<file path="src/rtl/has_pkg.sv">
// Shared types and constants for the Hall-array steering block.
`timescale 1ns / 1ps
`default_nettype none

package has_pkg;

	localparam int SAMPLE_W     = 12;
	localparam int CHANNELS_DEF = 11;
	localparam int HISTORY_DEF  = 3;

	// register reset values
	localparam logic [15:0] CENTER_PULSE_RST = 16'd1500;
	localparam logic [9:0]  STEP_GAIN_RST    = 10'd80;
	localparam logic [3:0]  CENTER_INDEX_RST = 4'd5;
	localparam logic [11:0] THRESHOLD_RST    = 12'd10;

	typedef enum logic [1:0] {
		REG_CENTER_PULSE = 2'd0,
		REG_STEP_GAIN    = 2'd1,
		REG_CENTER_INDEX = 2'd2,
		REG_THRESHOLD    = 2'd3
	} cfg_reg_t;

	typedef enum logic [1:0] {
		ST_IDLE,
		ST_SWEEP,
		ST_DRAIN,
		ST_FIN
	} state_t;

	// control from the sweep into the ranking unit
	typedef struct packed {
		logic clear;
		logic push;
	} rank_ctl_t;

endpackage

`default_nettype wire

</file>
<file path="src/rtl/has_rank.sv">
// Running top-three ranking and threshold detect over one sweep of smoothed levels.
`timescale 1ns / 1ps
`default_nettype none

module has_rank #(
	parameter int CHANNELS = has_pkg::CHANNELS_DEF,
	parameter int HISTORY  = has_pkg::HISTORY_DEF,
	localparam int IDX_W   = $clog2(CHANNELS),
	localparam int LVL_W   = $clog2(3 * HISTORY * ((1 << has_pkg::SAMPLE_W) - 1) + 1)
) (
	input  wire logic             clk,
	input  wire logic             arst_n,
	input  wire has_pkg::rank_ctl_t ctl,
	input  wire logic [LVL_W-1:0] level,
	input  wire logic [IDX_W-1:0] idx,
	input  wire logic [LVL_W-1:0] limit,
	output logic      [IDX_W-1:0] idx1,
	output logic      [IDX_W-1:0] idx2,
	output logic      [IDX_W-1:0] idx3,
	output logic      [LVL_W-1:0] best1,
	output logic                  any_hit
);
	import has_pkg::*;

	logic             h1_q, h2_q, h3_q, any_q;
	logic [LVL_W-1:0] b1_q, b2_q, b3_q;
	logic [IDX_W-1:0] i1_q, i2_q, i3_q;
	logic             gt1, gt2, gt3;

	// an empty slot beats any level
	assign gt1 = !h1_q || (level > b1_q);
	assign gt2 = !h2_q || (level > b2_q);
	assign gt3 = !h3_q || (level > b3_q);

	always_ff @(posedge clk or negedge arst_n) begin
		if (!arst_n) begin
			h1_q  <= 1'b0;
			h2_q  <= 1'b0;
			h3_q  <= 1'b0;
			any_q <= 1'b0;
		end else if (ctl.clear) begin
			h1_q  <= 1'b0;
			h2_q  <= 1'b0;
			h3_q  <= 1'b0;
			any_q <= 1'b0;
		end else if (ctl.push) begin
			if (level >= limit) begin
				any_q <= 1'b1;
			end
			if (gt1) begin
				h3_q <= h2_q;
				h2_q <= h1_q;
				h1_q <= 1'b1;
			end else if (gt2) begin
				h3_q <= h2_q;
				h2_q <= 1'b1;
			end else if (gt3) begin
				h3_q <= 1'b1;
			end
		end
	end

	always_ff @(posedge clk) begin
		if (ctl.clear) begin
			i1_q <= '0;
			i2_q <= '0;
			i3_q <= '0;
		end else if (ctl.push) begin
			if (gt1) begin
				b3_q <= b2_q;
				i3_q <= i2_q;
				b2_q <= b1_q;
				i2_q <= i1_q;
				b1_q <= level;
				i1_q <= idx;
			end else if (gt2) begin
				b3_q <= b2_q;
				i3_q <= i2_q;
				b2_q <= level;
				i2_q <= idx;
			end else if (gt3) begin
				b3_q <= level;
				i3_q <= idx;
			end
		end
	end

	assign idx1    = i1_q;
	assign idx2    = i2_q;
	assign idx3    = i3_q;
	assign best1   = b1_q;
	assign any_hit = any_q;

	a_push_fills: assert property (@(posedge clk) disable iff (!arst_n)
		(ctl.push && !ctl.clear) |=> h1_q)
		else $error("rank: push left top slot empty");
	a_order12: assert property (@(posedge clk) disable iff (!arst_n)
		h2_q |-> (h1_q && (b1_q >= b2_q)))
		else $error("rank: first and second out of order");
	a_order23: assert property (@(posedge clk) disable iff (!arst_n)
		h3_q |-> (h2_q && (b2_q >= b3_q)))
		else $error("rank: second and third out of order");

endmodule

`default_nettype wire

</file>
<file path="src/rtl/hall_array_steering.sv">
// Top level of the Hall-array steering block: sample capture, history sweep, servo pulse.
//
// Usage:
//   Sample channel (sample_valid / sample_stall): one converter reading per transaction,
//   in scan order, with scan_end on the last channel and active sampled on that one.
//   Result channel (result_valid / result_stall): one transaction per scan_end sample.
//   Config channel (cfg_valid / cfg_ready): register index and data, always ready;
//   write only while the block is idle.
// Sequencing:
//   An inactive scan_end goes straight to the final step, which loads its result. An
//   active scan_end starts a sweep over the channels: one channel per cycle through
//   the scan, offset and history memories (one read port each), then a drain and the
//   final step, which loads the result into the output register. Samples are stalled
//   from the start of that sweep until the final step is done.
// Reset:
//   Registers return to their reset values, history rows read as zero, calibration
//   is cleared. No clearing pass is needed.
// Receiver stall:
//   The result sits in an output register; new samples are taken meanwhile. A later
//   scan_end waits in its final step until the register is free.
`timescale 1ns / 1ps
`default_nettype none

module hall_array_steering #(
	parameter int CHANNELS = has_pkg::CHANNELS_DEF,
	parameter int HISTORY  = has_pkg::HISTORY_DEF
) (
	input  wire logic        clk,
	input  wire logic        arst_n,
	// sample channel
	input  wire logic        sample_valid,
	output logic             sample_stall,
	input  wire logic [11:0] adc_sample,
	input  wire logic        scan_end,
	input  wire logic        active,
	// result channel
	output logic             result_valid,
	input  wire logic        result_stall,
	output logic      [15:0] pulse_width,
	output logic             centered,
	output logic      [3:0]  top_index,
	output logic      [3:0]  second_index,
	output logic      [3:0]  third_index,
	output logic      [15:0] peak_level,
	// configuration channel
	input  wire logic        cfg_valid,
	output logic             cfg_ready,
	input  wire logic [1:0]  cfg_index,
	input  wire logic [15:0] cfg_data
);
	import has_pkg::*;

	localparam int SMAX  = (1 << SAMPLE_W) - 1;
	localparam int IDX_W = $clog2(CHANNELS);
	localparam int CNT_W = $clog2(CHANNELS + 1);
	localparam int RP_W  = (HISTORY > 1) ? $clog2(HISTORY) : 1;
	localparam int SUM_W = $clog2(HISTORY * SMAX + 1);
	localparam int LVL_W = $clog2(3 * HISTORY * SMAX + 1);
	localparam int EXT_W = (LVL_W > 16) ? LVL_W : 17;
	localparam logic [IDX_W-1:0] LAST   = IDX_W'(CHANNELS - 1);
	localparam logic [RP_W-1:0]  RP_TOP = RP_W'(HISTORY - 1);

	typedef logic [HISTORY-1:0][SAMPLE_W-1:0] row_t;

	// ---------------- configuration ----------------
	logic [15:0] center_pulse_q;
	logic [9:0]  step_gain_q;
	logic [3:0]  center_index_q;
	logic [11:0] threshold_q;

	assign cfg_ready = 1'b1;

	always_ff @(posedge clk or negedge arst_n) begin
		if (!arst_n) begin
			center_pulse_q <= CENTER_PULSE_RST;
			step_gain_q    <= STEP_GAIN_RST;
			center_index_q <= CENTER_INDEX_RST;
			threshold_q    <= THRESHOLD_RST;
		end else if (cfg_valid && cfg_ready) begin
			case (cfg_index)
				REG_CENTER_PULSE: center_pulse_q <= cfg_data;
				REG_STEP_GAIN:    step_gain_q    <= cfg_data[9:0];
				REG_CENTER_INDEX: center_index_q <= cfg_data[3:0];
				REG_THRESHOLD:    threshold_q    <= cfg_data[11:0];
				default:          ;
			endcase
		end
	end

	// ---------------- control ----------------
	state_t           state_q, state_d;
	logic             sample_acc, issue, out_free, out_load, scan_go;
	logic [CNT_W-1:0] cnt_q;
	logic [IDX_W-1:0] rd_idx_q;
	logic             act_q, calibrated_q;
	logic [RP_W-1:0]  ring_pos_q;
	logic [LVL_W-1:0] limit_q;
	logic             result_valid_q;

	// pipeline
	logic             v_s1, v_s2, v_s3, tail_q;
	logic [IDX_W-1:0] idx_s1, idx_s2, lidx_s3;
	logic [SAMPLE_W-1:0] scan_rd_s1, off_rd_s1;
	row_t             hist_rd_s1;
	logic             row_ok_s1;
	logic [SUM_W-1:0] sum_s2, prev1_q, prev2_q;
	logic [LVL_W-1:0] lvl_s3;

	assign sample_acc = sample_valid && !sample_stall;
	assign scan_go    = sample_acc && scan_end;
	assign out_free   = !result_valid_q || !result_stall;

	always_comb begin
		state_d = state_q;
		case (state_q)
			ST_IDLE: begin
				if (scan_go) begin
					state_d = active ? ST_SWEEP : ST_FIN;
				end
			end
			ST_SWEEP: begin
				if (rd_idx_q == LAST) begin
					state_d = ST_DRAIN;
				end
			end
			ST_DRAIN: begin
				// tail level of the last channel has reached the ranker
				if (v_s3 && (lidx_s3 == LAST)) begin
					state_d = ST_FIN;
				end
			end
			ST_FIN: begin
				if (out_free) begin
					state_d = ST_IDLE;
				end
			end
			default: state_d = ST_IDLE;
		endcase
	end

	always_comb begin
		sample_stall = 1'b1;
		issue        = 1'b0;
		out_load     = 1'b0;
		case (state_q)
			ST_IDLE:  sample_stall = 1'b0;
			ST_SWEEP: issue = 1'b1;
			ST_DRAIN: ;
			ST_FIN:   out_load = out_free;
			default:  ;
		endcase
	end

	always_ff @(posedge clk or negedge arst_n) begin
		if (!arst_n) begin
			state_q      <= ST_IDLE;
			cnt_q        <= '0;
			rd_idx_q     <= '0;
			act_q        <= 1'b0;
			calibrated_q <= 1'b0;
			ring_pos_q   <= '0;
		end else begin
			state_q <= state_d;
			if (sample_acc) begin
				if (scan_end) begin
					cnt_q <= '0;
				end else if (cnt_q < CNT_W'(CHANNELS)) begin
					cnt_q <= cnt_q + CNT_W'(1);
				end
			end
			// read index parks on the last channel so reads stay inside the arrays
			if (scan_go) begin
				act_q    <= active;
				rd_idx_q <= '0;
			end else if (issue && (rd_idx_q != LAST)) begin
				rd_idx_q <= rd_idx_q + IDX_W'(1);
			end
			// calibration and ring advance take effect once the sweep has used them
			if (out_load && act_q) begin
				calibrated_q <= 1'b1;
				ring_pos_q   <= (ring_pos_q == RP_TOP) ? '0 : ring_pos_q + RP_W'(1);
			end
		end
	end

	always_ff @(posedge clk) begin
		if (scan_go) begin
			limit_q <= LVL_W'(threshold_q * (3 * HISTORY));
		end
	end

	// ---------------- memories ----------------
	logic [SAMPLE_W-1:0] scan_mem [CHANNELS];
	logic [SAMPLE_W-1:0] off_mem  [CHANNELS];
	row_t                hist_mem [CHANNELS];
	logic [CHANNELS-1:0] hist_vld_q;

	logic                scan_we;
	row_t                new_row;

	// a scan longer than the array drops the extra samples
	assign scan_we = sample_acc && (cnt_q < CNT_W'(CHANNELS));

	always_ff @(posedge clk) begin
		if (scan_we) begin
			scan_mem[cnt_q[IDX_W-1:0]] <= adc_sample;
		end
		scan_rd_s1 <= scan_mem[rd_idx_q];
	end

	always_ff @(posedge clk) begin
		if (v_s1 && !calibrated_q) begin
			off_mem[idx_s1] <= scan_rd_s1;
		end
		off_rd_s1 <= off_mem[rd_idx_q];
	end

	always_ff @(posedge clk) begin
		if (v_s1) begin
			hist_mem[idx_s1] <= new_row;
		end
		hist_rd_s1 <= hist_mem[rd_idx_q];
	end

	// history rows read as zero until first written
	always_ff @(posedge clk or negedge arst_n) begin
		if (!arst_n) begin
			hist_vld_q <= '0;
			row_ok_s1  <= 1'b0;
		end else begin
			row_ok_s1 <= hist_vld_q[rd_idx_q];
			if (v_s1) begin
				hist_vld_q[idx_s1] <= 1'b1;
			end
		end
	end

	// ---------------- stage 1: level, ring update, ring sum ----------------
	logic [SAMPLE_W-1:0] off_use, mag;
	logic [SAMPLE_W:0]   diff;
	row_t                old_row;
	logic [SUM_W-1:0]    row_sum;

	always_comb begin
		// first active scan: the scan is its own offset
		off_use = calibrated_q ? off_rd_s1 : scan_rd_s1;
		diff    = {1'b0, scan_rd_s1} - {1'b0, off_use};
		mag     = diff[SAMPLE_W] ? SAMPLE_W'(-diff) : diff[SAMPLE_W-1:0];
		old_row = row_ok_s1 ? hist_rd_s1 : '0;
		row_sum = '0;
		for (int k = 0; k < HISTORY; k++) begin
			new_row[k] = (RP_W'(k) == ring_pos_q) ? mag : old_row[k];
			row_sum    = row_sum + SUM_W'(new_row[k]);
		end
	end

	// ---------------- stage 2: three-tap window ----------------
	logic [SUM_W-1:0] op_a, op_b, op_c;
	logic [IDX_W-1:0] emit_idx;
	logic             emit;

	always_comb begin
		emit     = tail_q || (v_s2 && (idx_s2 != '0));
		op_a     = prev2_q;
		op_b     = prev1_q;
		op_c     = sum_s2;
		emit_idx = idx_s2 - IDX_W'(1);
		if (tail_q) begin
			// right edge counts itself twice
			op_a     = prev1_q;
			op_c     = prev2_q;
			emit_idx = LAST;
		end else if (idx_s2 == IDX_W'(1)) begin
			// left edge counts itself twice
			op_a     = prev1_q;
			emit_idx = '0;
		end
	end

	always_ff @(posedge clk or negedge arst_n) begin
		if (!arst_n) begin
			v_s1   <= 1'b0;
			v_s2   <= 1'b0;
			v_s3   <= 1'b0;
			tail_q <= 1'b0;
		end else begin
			v_s1   <= issue;
			v_s2   <= v_s1;
			v_s3   <= emit;
			tail_q <= v_s2 && (idx_s2 == LAST);
		end
	end

	always_ff @(posedge clk) begin
		idx_s1 <= rd_idx_q;
		idx_s2 <= idx_s1;
		sum_s2 <= row_sum;
		if (v_s2) begin
			prev2_q <= prev1_q;
			prev1_q <= sum_s2;
		end
		lvl_s3  <= LVL_W'(op_a) + LVL_W'(op_b) + LVL_W'(op_c);
		lidx_s3 <= emit_idx;
	end

	// ---------------- stage 3: ranking ----------------
	rank_ctl_t        rank_ctl;
	logic [IDX_W-1:0] r_idx1, r_idx2, r_idx3;
	logic [LVL_W-1:0] r_best;
	logic             r_any;

	assign rank_ctl.clear = scan_go && active;
	assign rank_ctl.push  = v_s3;

	has_rank #(
		.CHANNELS(CHANNELS),
		.HISTORY (HISTORY)
	) u_rank (
		.clk    (clk),
		.arst_n (arst_n),
		.ctl    (rank_ctl),
		.level  (lvl_s3),
		.idx    (lidx_s3),
		.limit  (limit_q),
		.idx1   (r_idx1),
		.idx2   (r_idx2),
		.idx3   (r_idx3),
		.best1  (r_best),
		.any_hit(r_any)
	);

	// ---------------- result ----------------
	logic signed [4:0]  off_ch;
	logic signed [15:0] prod;
	logic signed [17:0] pulse_sum;
	logic [15:0]        pulse_sat;
	logic [EXT_W-1:0]   best_ext;
	logic [15:0]        peak_sat;

	always_comb begin
		off_ch    = $signed({1'b0, 4'(r_idx1)}) - $signed({1'b0, center_index_q});
		prod      = 16'(off_ch) * 16'($signed({1'b0, step_gain_q}));
		pulse_sum = $signed({2'b00, center_pulse_q}) + $signed({{2{prod[15]}}, prod});
		if (pulse_sum[17]) begin
			pulse_sat = '0;
		end else if (pulse_sum[16]) begin
			pulse_sat = 16'hFFFF;
		end else begin
			pulse_sat = pulse_sum[15:0];
		end
		best_ext = EXT_W'(r_best);
		peak_sat = (best_ext > EXT_W'(16'hFFFF)) ? 16'hFFFF : best_ext[15:0];
	end

	always_ff @(posedge clk or negedge arst_n) begin
		if (!arst_n) begin
			result_valid_q <= 1'b0;
		end else if (out_load) begin
			result_valid_q <= 1'b1;
		end else if (!result_stall) begin
			result_valid_q <= 1'b0;
		end
	end

	always_ff @(posedge clk) begin
		if (out_load) begin
			if (!act_q) begin
				pulse_width  <= center_pulse_q;
				centered     <= 1'b1;
				top_index    <= '0;
				second_index <= '0;
				third_index  <= '0;
				peak_level   <= '0;
			end else begin
				pulse_width  <= r_any ? pulse_sat : center_pulse_q;
				centered     <= !r_any;
				top_index    <= 4'(r_idx1);
				second_index <= 4'(r_idx2);
				third_index  <= 4'(r_idx3);
				peak_level   <= peak_sat;
			end
		end
	end

	assign result_valid = result_valid_q;

	a_fin_drained: assert property (@(posedge clk) disable iff (!arst_n)
		(state_q == ST_FIN) |-> !(v_s1 || v_s2 || v_s3 || tail_q))
		else $error("sweep pipeline not empty at final step");
	a_emit_in_sweep: assert property (@(posedge clk) disable iff (!arst_n)
		v_s3 |-> ((state_q == ST_SWEEP) || (state_q == ST_DRAIN)))
		else $error("level emitted outside a sweep");
	a_load_shows: assert property (@(posedge clk) disable iff (!arst_n)
		out_load |=> (result_valid && (state_q == ST_IDLE)))
		else $error("loaded result not presented");
	a_no_issue_past_end: assert property (@(posedge clk) disable iff (!arst_n)
		(issue && (rd_idx_q == LAST)) |=> (state_q == ST_DRAIN))
		else $error("sweep ran past last channel");

endmodule

`default_nettype wire
</file>
<file path="config.mk">
export PLATFORM = sky130hd
export DESIGN_NAME = hall_array_steering
export DESIGN_NICKNAME = d
export VERILOG_FILES = /design/src/rtl/has_pkg.sv /design/src/rtl/has_rank.sv /design/src/rtl/hall_array_steering.sv
export SDC_FILE = /design/constraint.sdc
export NUM_CORES = 2
export LEC_CHECK = 0
export CAP_MARGIN = 20
export CORE_MARGIN = 3
export CORE_UTILIZATION = 55
export DETAILED_ROUTE_END_ITERATION = 8
export DONT_BUFFER_PORTS = 1
export GPL_ROUTABILITY_DRIVEN = 0
export PLACE_DENSITY = 0.68
export SLEW_MARGIN = 10
export SYNTH_ARGS = -nofsm -noshare
export SYNTH_HDL_FRONTEND = slang
export SYNTH_HIERARCHICAL = 1
export SYNTH_SLANG_ARGS = --single-unit
</file>
<file path="constraint.sdc">
create_clock -name clk -period 7.2 [get_ports clk]
set_input_delay 0 -clock clk [delete_from_list [all_inputs] [get_ports clk]]
set_output_delay 0 -clock clk [all_outputs]
set_load 0.02 [all_outputs]
</file>
# After elaboration in Yosys (flattened, before gate mapping)
# Memories as Yosys holds them, arrays and structs flattened. A register that Yosys moved wholly into a read port is not among the register bits.
# Cells that the tools add are included.
classes:
  n_addsub: 12
  mul: 2
  n_div: 0
  order_cmp: 8
  eq_ne: 19
  shifts: 0
  n_mux: 65
  n_bitwise: 2
  n_reduce_logical: 53
ops:
  columns: ["cell", "n"]
  rows:
  - ["16-bit 2-to-1 mux", 9]
  - ["12-bit 2-to-1 mux", 5]
  - ["16-bit greater-than comparator", 3]
  - ["14-bit 2-to-1 mux", 3]
  - ["4-bit 2-to-1 mux", 10]
  - ["36-bit 2-to-1 mux", 1]
  - ["1-bit 2-to-1 mux", 28]
  - ["2-bit AND reduction", 12]
  - ["17-bit by 16-bit adder with 18-bit output", 1]
  - ["15-bit by 14-bit adder with 16-bit output", 1]
  - ["16-bit greater-or-equal comparator", 1]
  - ["12-bit by 4-bit multiplier with 16-bit output (second input constant)", 1]
  - ["5-bit by 11-bit multiplier with 16-bit output", 1]
  - ["14-bit by 14-bit adder with 15-bit output", 1]
  - ["13-bit by 12-bit adder with 14-bit output", 1]
  - ["12-bit by 12-bit adder with 13-bit output", 1]
  - ["12-bit by 12-bit subtractor with 13-bit output", 1]
  - ["4-bit equality test (second input constant)", 3]
  - ["2-bit 2-to-1 mux", 6]
  - ["12-bit negation", 1]
  - ["2-bit nonzero test", 6]
  - ["1-bit logical AND", 11]
  - ["11-bit OR", 1]
  - ["2-bit equality test (second input constant)", 5]
  - ["other kinds (26)", 48]
totals:
  ff_bits: 268
  latchBits: 0
  mem_bits_rw: 660
  mem_bits_ro: 0
  in_bits: 37
  output_inout_bits: 48
  word_cells: 206
  memories: 3
memory_table:
  columns: ["name", "words", "width", "read_ports", "rd_clocked_by_memory_dff", "wr", "line", "rtl"]
  rows:
  - ["hist_mem", 11, 36, 1, 1, 1, "hall_array_steering.sv:195", "row_t hist_mem [CHANNELS];"]
  - ["off_mem", 11, 12, 1, 1, 1, "hall_array_steering.sv:194", "logic [SAMPLE_W-1:0] off_mem [CHANNELS];"]
  - ["scan_mem", 11, 12, 1, 1, 1, "hall_array_steering.sv:193", "logic [SAMPLE_W-1:0] scan_mem [CHANNELS];"]

# Logic depth before layout (Yosys ltp)
depth:
  word_depth: 7
  ltp_mapped: 25

# Hierarchy
# The synthesis kept the hierarchy.
modules_own_cells:
  columns: ["module", "instances", "cells_per_inst", "area_each_um2", "seq_area_each_um2"]
  rows:
  - ["hall_array_steering", 1, 2552, 39873.2, 26376.5]
  - ["has_rank", 1, 409, 4127.7, 1781.7]

# Least setup slack after synthesis
# Ideal clock, no wire load.
synth_timing:
  kind: "register -> register"
  startpoint: "register center_index_q[0]"
  endpoint: "register pulse_width[10] (data pin)"
  t_arrival_ns: 5.939
  path_slack_ns: 1.005
  stages_incl_launch_ff: 22
  n_path_buf: 1
  cell_sequence: "dfstp_2 ha_1 inv_1 fa_1 a21o_1 a21o_1 or2_2 fa_1 fa_1 fa_1 inv_1 fa_1 fa_1 nand3_1 a31oi_1 o211ai_1 nand2b_1 o31a_1 nor4b_1 a2111oi_4 buf_2 a22o_1"
synth_between:
  elab_chain_cells: 7
synth_lines:
  columns: ["element", "line", "rtl"]
  rows:
  - ["start: declaration", "hall_array_steering.sv:68", "logic [3:0] center_index_q;"]
  - ["start signal: assignment", "hall_array_steering.sv:83", "REG_CENTER_INDEX: center_index_q <= cfg_data[3:0];"]
  - ["4-bit by 4-bit subtractor with 5-bit output (*)", "hall_array_steering.sv:341", "off_ch = $signed({1'b0, 4'(r_idx1)}) - $signed({1'b0, center_index_q});"]
  - ["5-bit by 11-bit multiplier with 16-bit output (*)", "hall_array_steering.sv:342", "prod = 16'(off_ch) * 16'($signed({1'b0, step_gain_q}));"]
  - ["17-bit by 16-bit adder with 18-bit output (*)", "hall_array_steering.sv:343", "pulse_sum = $signed({2'b00, center_pulse_q}) + $signed({{2{prod[15]}}, prod});"]
  - ["16-bit 2-to-1 mux", "hall_array_steering.sv:346", "end else if (pulse_sum[16]) begin"]
  - ["16-bit 2-to-1 mux (*)", "hall_array_steering.sv:344", "if (pulse_sum[17]) begin"]
  - ["16-bit 2-to-1 mux (*)", "hall_array_steering.sv:375", "pulse_width <= r_any ? pulse_sat : center_pulse_q;"]
  - ["16-bit 2-to-1 mux (*)", "hall_array_steering.sv:367", "if (!act_q) begin"]
  - ["end signal: assignment", "hall_array_steering.sv:368", "pulse_width <= center_pulse_q;"]
  - ["end signal: assignment", "hall_array_steering.sv:375", null]
  - ["end: declaration", "hall_array_steering.sv:39", "output logic [15:0] pulse_width,"]
# Mark *: on every way between the ends. The rest lies on a longest branch, timed or not.
# A chain may end at the register's enable or synchronous reset.

# Final worst setup path
layout_timing:
  startpoint: "register center_index_q[0]"
  endpoint: "register pulse_width[4] (data pin)"
# Same word-level chain as after synthesis.

==> flow_metrics.py <==
metrics = {
    "sta": {
        "hold_violations": 0,
        "fmax_mhz": 149,
        "finalSetupViolCount": 0,
        "holdWs_ns": 0.0487,
        "slew_headroom_pct": 26.1,
        "finalCritPeriodShare_pct": 93.2,
        "fin_tns_setup_ns": 0,
        "rsz0062_at_grt": "false",
        "worst_slew_pin_slew_ns": 1.11,
        "min_period_ns": 6.71,
        "clock-skew-final_ns": 0.0233,
        "drv_slew": 0,
    },
    "clocking": {
        "clkTransAtPathRegs_ns": 0.06,
        "cts_setup_buffers": 0,
        "clkSinkCount": 988,
        "cts_root_buf": "clkbuf_16",
        "cts_tree": "done",
        "clkLatencyLatePin_ns": 0.66,
        "holdBufCountCts": 50,
        "cts_buffers": 102,
        "clk_path_buf_depth": 3,
        "cts.htree.levels": 3,
        "cts.repair.resized": 0,
    },
    "floorplanning": {
        "coreArea_um2": 79100,
        "io_pins": 85,
        "die_h_um": 289,
        "std_cell_rows": 103,
        "start_util_pct": 55.6,
        "die_x_um": 289,
        "dieArea_um2": 83400,
    },
    "critical_path": {
        "critPathMaxFanout": 16,
        "critPathLaunchType": "flop",
        "cp.required_ns": 7.71,
        "crit_chain": "ha_1, inv_1, fa_1, a21o_1, a21o_1, or2_2, fa_1, fa_1, fa_1, inv_1, fa_1, fa_1, nand3_1, a31oi_1, o211ai_1, nand2b_1, o31a_1, a2111oi_4, a22o_1",
        "cp_data_arrival_time_ns": 7.22,
        "cpMostUsedCell": "fa_1",
        "critPathMaxStageDelay_ns": 0.82,
        "cp-end-kind": "flop",
        "cp_slowest_cell": "a2111oi_4",
        "crit_type": "reg2reg",
    },
    "cells_and_area": {
        "n_fill_cell": 5776,
        "layout_commonest_cell": "edfxtp_1",
        "syn2layout_area_growth_pct": 12.3,
        "seqCellArea_um2": 28200,
        "layout-drive-gt1-share_pct": 14.4,
        "multi_input_area_um2": 14700,
        "final_nets": 3339,
        "final_cell_mix": "797 x edfxtp_1, 214 x inv_1, 201 x nand2_1",
    },
    "grt": {
        "grt_start_max_net_pins": 112,
        "grt_pass1_wl_um": 145000,
        "grt_overflow_total": 0,
        "track_usage_pct": 22.6,
        "antenna_found_initial": 2,
        "grt_pass1_vias": 25400,
    },
    "routing": {
        "vias_per_cell": 5.81,
        "wl_um": 92500,
        "drc": 0,
        "post_drt_wl_per_cell_um": 22.1,
        "drt_iter0_markers": 1712,
        "firstDrtPassIters": 5,
        "routed-via-count": 24400,
        "detail-route-antenna-nets": 0,
    },
    "place": {
        "io_buffers": 0,
        "hpwl_um": 55700,
    },
    "synthesis": {
        "syn-num-nets": 3247,
        "syn_avg_cell_area_um2": 14.9,
        "syn_inst": 2961,
        "ys_seq_elements": 988,
        "synth-warning-count": 6,
        "synth_area_um2": 44000,
        "synth_enable_flop_cells": 797,
        "synth_cell_types": 69,
        "synthFlopType": "edfxtp_1",
        "yosysSeqAreaShare_pct": 64.0,
        "async_flop_share_pct": 7.79,
    },
    "run": {
        "cap_violations": 0,
    },
    "outcome": {
        "status": "complete, no violations",
    },
    "hold_path": {
        "hold_path.class": "in2reg",
    },
}
==> flip-flops by register name, summed over array words and instances, names as in the netlist, 36 cells and up <==
| register | count |
|---|---|
| scan_mem | 132 |
| hist_rd_s1 | 36 |
| off_mem | 132 |
| hist_mem | 396 |
==> worst max-delay path, delay by kind of cell (launching register included) <==
| kind | cells | cell delay, ns |
|---|---|---|
| adder cells (fa/ha/maj) | 7 | 3.12 |
| AND/OR/NAND/NOR | 3 | 0.57 |
| flip-flops | 1 | 0.53 |
| buffers and inverters | 2 | 0.12 |
| AO/OA/AOI/OAI | 7 | 2.21 |
==> path summary, 6_finish.rpt <==
kind                                    from  slack [ns]  depth (start not counted)             end
max                        center_index_q[0]        0.49                         19  pulse_width[4]
min                                cfg_valid        0.05                          2  threshold_q[6]
max reg2reg                center_index_q[0]        0.49                         19  pulse_width[4]
min reg2reg                        idx_s1[3]        0.38                          0       idx_s2[3]
max in group asynchronous             arst_n        6.23                          4     rd_idx_q[1]
min in group asynchronous             arst_n        0.55                          3  threshold_q[3]
==> Yosys cell counts, drive strengths merged, types with 7 or more instances <==
cell type,instances,area share [%]
a22o,16,0.32
or2,13,0.18
dfstp,13,0.78
mux4,122,6.2
a211oi,11,0.19
dfxtp,114,5.2
nand4,11,0.16
nor2b,24,0.34
o21bai,7,0.12
nand3b,7,0.12
mux2i,167,3.8
a21oi,71,0.81
nand3,59,0.67
inv,216,1.8
nand2,201,1.7
nor3,27,0.31
or3,9,0.13
a31oi,7,0.10
xor2,26,0.52
nor4,7,0.13
nor2,81,0.69
and2,71,1.0
o21a,33,0.56
nand2b,27,0.38
mux2,56,1.4
xnor2,35,0.70
a21o,25,0.44
buf,34,0.35
dfrtp,64,3.6
o21ai,208,2.4
clkbuf,82,0.70
fa,69,3.1
edfxtp,797,54
ha,180,5.1
==> kinds of logic (layout without fill, tap and decap cells) <==
kind of cell | Yosys count | after routing | synth area share (%)
buf+inv | 332 | 510 | 2.89
compound gates | 428 | 428 | 5.96
simple gates | 557 | 557 | 6.20
flops | 988 | 988 | 64.0
xor+xnor | 61 | 61 | 1.21
fa+ha+maj | 249 | 249 | 8.26
other cells | 1 | 3 | 0.00852
mux | 345 | 345 | 11.5
==> per-stage QoR <==
step	cell area, µm²	worst slack [ns]	util [%]	std cells
floorplan	44000	1.01	-	2961
global placement	45300	0.651	57.3	3937
detailed placement	45300	0.539	57.3	3938
CTS	49300	0.437	62.3	4178
global route	49400	0.144	62.4	4191
finish	49400	0.486	62.4	4191
==> final cells by class <==
type	count	area share [%]
diodes	2	0.0101
multi-input cells	1641	29.8
clock inverters	54	1.42
repair buffers	104	1.89
flip-flops and latches	988	57.0
well taps	1050	2.66
inverters	216	1.64
clock buffers	136	5.59
==> metal layers <==
layer,global-route usage (%),up-vias,part of all wire [%]
met1,29.7,12400,41
met4,6.14,0,2.4
met5,0,-,0
met3,3.34,153,4.9
li1,-,11200,-
met2,39.7,639,51
Power is not shown: default switching activity piles up to over one toggle a cycle in this logic, so the estimate is an artifact.
